## src/rtl/lvn_pkg.sv

```systemverilog
// ----------------------------------------------------------------------------
// lvn_pkg
// Shared constants for the lattice value noise core.
// ----------------------------------------------------------------------------
package lvn_pkg;

   localparam int FRAC_BITS_DEFAULT = 16;
   localparam int COORD_W           = 32;
   localparam int NOISE_W           = 17;
   localparam int DIM_W             = 2;
   localparam int CORNERS           = 8;

   localparam logic [DIM_W-1:0] DIM_RESET = 2'd3;
   localparam logic [DIM_W-1:0] DIM_TWO   = 2'd2;
   localparam logic [DIM_W-1:0] DIM_THREE = 2'd3;

   localparam logic [31:0] Y_STRIDE   = 32'd57;
   localparam logic [31:0] Z_STRIDE   = 32'd1337;
   localparam logic [31:0] HASH_MUL   = 32'd15731;
   localparam logic [31:0] HASH_ADD1  = 32'd789221;
   localparam logic [31:0] HASH_ADD2  = 32'd1376312589;
   localparam logic [31:0] HASH_MASK  = 32'h7fff_ffff;
   localparam int          HASH_SHIFT = 13;

endpackage

```

## src/rtl/lvn_hash.sv

```systemverilog
// ----------------------------------------------------------------------------
// lvn_hash
// Pipelined integer hash of one lattice id to a corner value, four stages.
// ----------------------------------------------------------------------------
module lvn_hash #(
   parameter int FRAC_BITS = lvn_pkg::FRAC_BITS_DEFAULT
) (
   input  logic                 clock,
   input  logic                 enable,
   input  logic [31:0]          id,
   output logic [FRAC_BITS:0]   value
);

   logic [31:0] m_ff, m_in;
   logic [31:0] m2_ff, m_d1_ff;
   logic [31:0] p_ff, m_d2_ff;
   logic [31:0] h_ff;
   logic [31:0] diff;

   assign m_in = (id << lvn_pkg::HASH_SHIFT) ^ id;

   always_ff @(posedge clock) begin
      if (enable) begin
         m_ff    <= m_in;
         m2_ff   <= m_ff * m_ff;
         m_d1_ff <= m_ff;
         p_ff    <= m2_ff * lvn_pkg::HASH_MUL + lvn_pkg::HASH_ADD1;
         m_d2_ff <= m_d1_ff;
         h_ff    <= (m_d2_ff * p_ff + lvn_pkg::HASH_ADD2) & lvn_pkg::HASH_MASK;
      end
   end

   assign diff  = 32'h8000_0000 - h_ff;
   assign value = diff[31 -: (FRAC_BITS+1)];

endmodule

```

## config.mk

```make
export PLATFORM = sky130hd
export DESIGN_NAME = lvn_hash
export DESIGN_NICKNAME = d
export VERILOG_FILES = /design/src/rtl/lvn_pkg.sv /design/src/rtl/lvn_hash.sv
export SDC_FILE = /design/constraint.sdc
export NUM_CORES = 2
export LEC_CHECK = 0
export BUFFER_PORTS_ARGS = -buffer_cell sky130_fd_sc_hd__buf_2
export CELL_PAD_IN_SITES_DETAIL_PLACEMENT = 0
export CELL_PAD_IN_SITES_GLOBAL_PLACEMENT = 1
export CORE_ASPECT_RATIO = 0.5
export CORE_MARGIN = 5
export CORE_UTILIZATION = 31
export CTS_CLUSTER_SIZE = 24
export DETAILED_ROUTE_END_ITERATION = 8
export GPL_ROUTABILITY_DRIVEN = 0
export PLACE_DENSITY = 0.6
export REMOVE_ABC_BUFFERS = 1
export SYNTH_ARGS = -nofsm -noshare
export SYNTH_HDL_FRONTEND = slang
export SYNTH_SLANG_ARGS = --single-unit
```

## constraint.sdc

```tcl
create_clock -name clock -period 7.6 [get_ports clock]
set_input_delay 0.76 -clock clock [delete_from_list [all_inputs] [get_ports clock]]
set_output_delay 0.76 -clock clock [all_outputs]
set_load 0.01 [all_outputs]
```

==> results.json <==
{
  "yosysWarnings": 0,
  "yosysSeqAreaShare_pct": 13.7,
  "wl_microns": 97200,
  "grt_max_degree": 157,
  "ctsHtreeMaxLevel": 4,
  "async_flop_share_pct": 0,
  "synth.most_common_cell": "inv_1",
  "worstMarginPinSlew_ns": 1.00,
  "ys_ff_latch": 183,
  "cts_sinks": 183,
  "synth_ff_type": "edfxtp_1",
  "max_freq_mhz": 136,
  "die_h_microns": 265,
  "hold_class": "flop to flop",
  "final_nets": 5342,
  "start_kind": "flop",
  "cts_buffers": 17,
  "dieWidth_microns": 519,
  "synthTopCellsByCount": "inv_1 (1045), fa_1 (863), and2_1 (429)",
  "clk_pin_slew_ns": 0.10,
  "num_antenna_cells": 0,
  "finalSetupViolCount": 0,
  "first_global_vias": 29300,
  "synth_area_sq_um": 40200,
  "cap_violations": 0,
  "num_io_pins": 51,
  "vias": 25600,
  "yosys.area.top_type": "fa_1",
  "drt_iter0_drc": 1144,
  "port_buffers": 49,
  "drc": 0,
  "min_period_over_period_pct": 96.5,
  "cts_root_buf": "clkbuf_16",
  "fin_ws_ns": 0.267,
  "tns_ns": 0,
  "arrival_ns": 7.59,
  "start_util_pct": 31.2,
  "endpoint_kind": "flop",
  "die_area_sq_um": 137000,
  "required_ns": 7.85,
  "whs_path_depth": 0,
  "track_usage_pct": 14.8,
  "grt_pass1_wl_microns": 161000,
  "clk_path_buf_depth": 2,
  "synth_top_area_share_pct": 43.0,
  "area_growth_pct": 9.87,
  "dr.pass1.iters": 6,
  "slew_headroom_pct": 33.0,
  "maxSlewViolCount": 0,
  "synth.distinct_cells": 63,
  "nFillCells": 13000,
  "dp_slack_ns": 0.122,
  "path_class": "flop to flop",
  "ant_nets": 0,
  "status": "finished, final reports clean",
  "synth.area.top_cells": "fa_1 (43%), edfxtp_1 (14%), ha_1 (13%)",
  "drive_gt1_share_pct": 7.00,
  "synth_edf_count": 183,
  "design.core.area_sq_um": 129000,
  "finClkSkew_ns": 0.0211,
  "fin_crit_ns": 7.33,
  "grt_overflow_total": 0,
  "dp_hpwl_microns": 84700,
  "synthCells": 3925,
  "insertion_delay_ns": 0.50,
  "reg2regPathDepth": 22,
  "syn_area_per_cell_sq_um": 10.2,
  "crit_fanout": 9,
  "cts_tree": "done",
  "rows": 93,
  "routed_via_density": 4.44,
  "antenna_found_initial": 0,
  "wire_per_inst_microns": 16.8,
  "finalHoldViolCount": 0
}
[path summary, 6_finish.rpt]
| path | startpoint | slack (ns) | to |
|---|---|---|---|
| hold reg to reg | m_d1_ff[3] | 0.41 | m_d2_ff[3] |
| setup / recovery | m_ff[3] | 0.27 | m2_ff[30] |
| hold / removal | m_d1_ff[3] | 0.41 | m_d2_ff[3] |
| setup reg to reg | m_ff[3] | 0.27 | m2_ff[30] |
[registers in the layout (all words and copies together) (netlist names)]
| register | count |
|---|---|
| h_ff | 31 |
| m_d2_ff | 31 |
| m_ff | 31 |
| m2_ff | 30 |
| m_d1_ff | 30 |
| p_ff | 30 |
[cells by family (layout without fill, tap and decap cells)]
group / count (synthesis) / after routing / share of synthesized area (%)
adder cells (fa/ha/maj): 1265 / 1265 / 55.5
buffers and inverters: 1178 / 1307 / 11.2
AND/OR/NAND/NOR: 875 / 875 / 11.6
XOR/XNOR: 214 / 214 / 4.66
AO/OA/AOI/OAI: 206 / 206 / 3.40
flip-flops: 183 / 183 / 13.7
other: 2 / 4 / 0.0187
multiplexers: 2 / 2 / 0.0498
[per-stage QoR]
step | util [%] | hold WS [ns] | instance area, sq um | cells
global route | 34.3 | 0.416 | 44200 | 5766
finish | 34.3 | 0.410 | 44200 | 5766
detailed placement | 33.7 | 0.405 | 43400 | 5720
CTS | 34.2 | 0.400 | 44000 | 5752
floorplan | - | 0.400 | 39600 | 3794
global placement | 33.7 | 0.401 | 43400 | 5720
[per-layer routing]
metal	track usage [%]	wire (microns)	vias to the layer above
li1	-	-	11900
met5	0	0	-
met1	21.1	47300	13400
met4	2.41	1110	0
met2	25.2	46400	277
met3	1.40	2340	51
[worst max-delay path: stages, from the launching register on]
cell and delay [ns]:
edfxtp_1 0.54, buf_4 0.30, nand2_1 0.13, fa_1 0.52
inv_1 0.05, fa_1 0.52, inv_1 0.07, fa_1 0.51
inv_1 0.06, fa_1 0.51, fa_1 0.51, inv_1 0.06
fa_1 0.59, inv_1 0.08, fa_1 0.46, fa_1 0.45
xor2_1 0.16, xnor2_1 0.14, xnor2_1 0.29, xnor2_1 0.20
xnor2_1 0.25, or4_1 0.51, and4_1 0.18
[final cells by class]
class	count	area (sq um)	area share, %
clock buffer	18	429	0.971
clock inverter	14	183	0.414
inverter	1045	3920	8.88
multi-input combinational	2566	30300	68.5
sequential	183	5500	12.4
tap	1710	2140	4.84
timing repair buffer	230	1740	3.94
[cell usage in the layout, fill, tap and decap left out, types with 15 or more instances in the layout]
cell type,count
and2_1,429
fa_1,863
a21oi_1,55
edfxtp_1,183
nor2_1,59
nand2_1,284
a21o_1,24
nor3_1,21
ha_1,402
inv_1,1045
clkbuf_16,17
buf_4,170
o21ai_0,33
xor2_1,62
xnor2_1,152
buf_2,48
nand3_1,18
o21a_1,15
[repair_timing]
| item | in CTS | in global routing |
|---|---|---|
| buffers inserted | 0 | 14 |
| setup endpoints to repair | 0 | 7 |
| resized for setup | 0 | 7 |
| endpoints found under the hold margin | 0 | 0 |
| hold buffers | 0 | 0 |
Power is not shown: default switching activity piles up to over one toggle a cycle in this logic, so the estimate is an artifact.
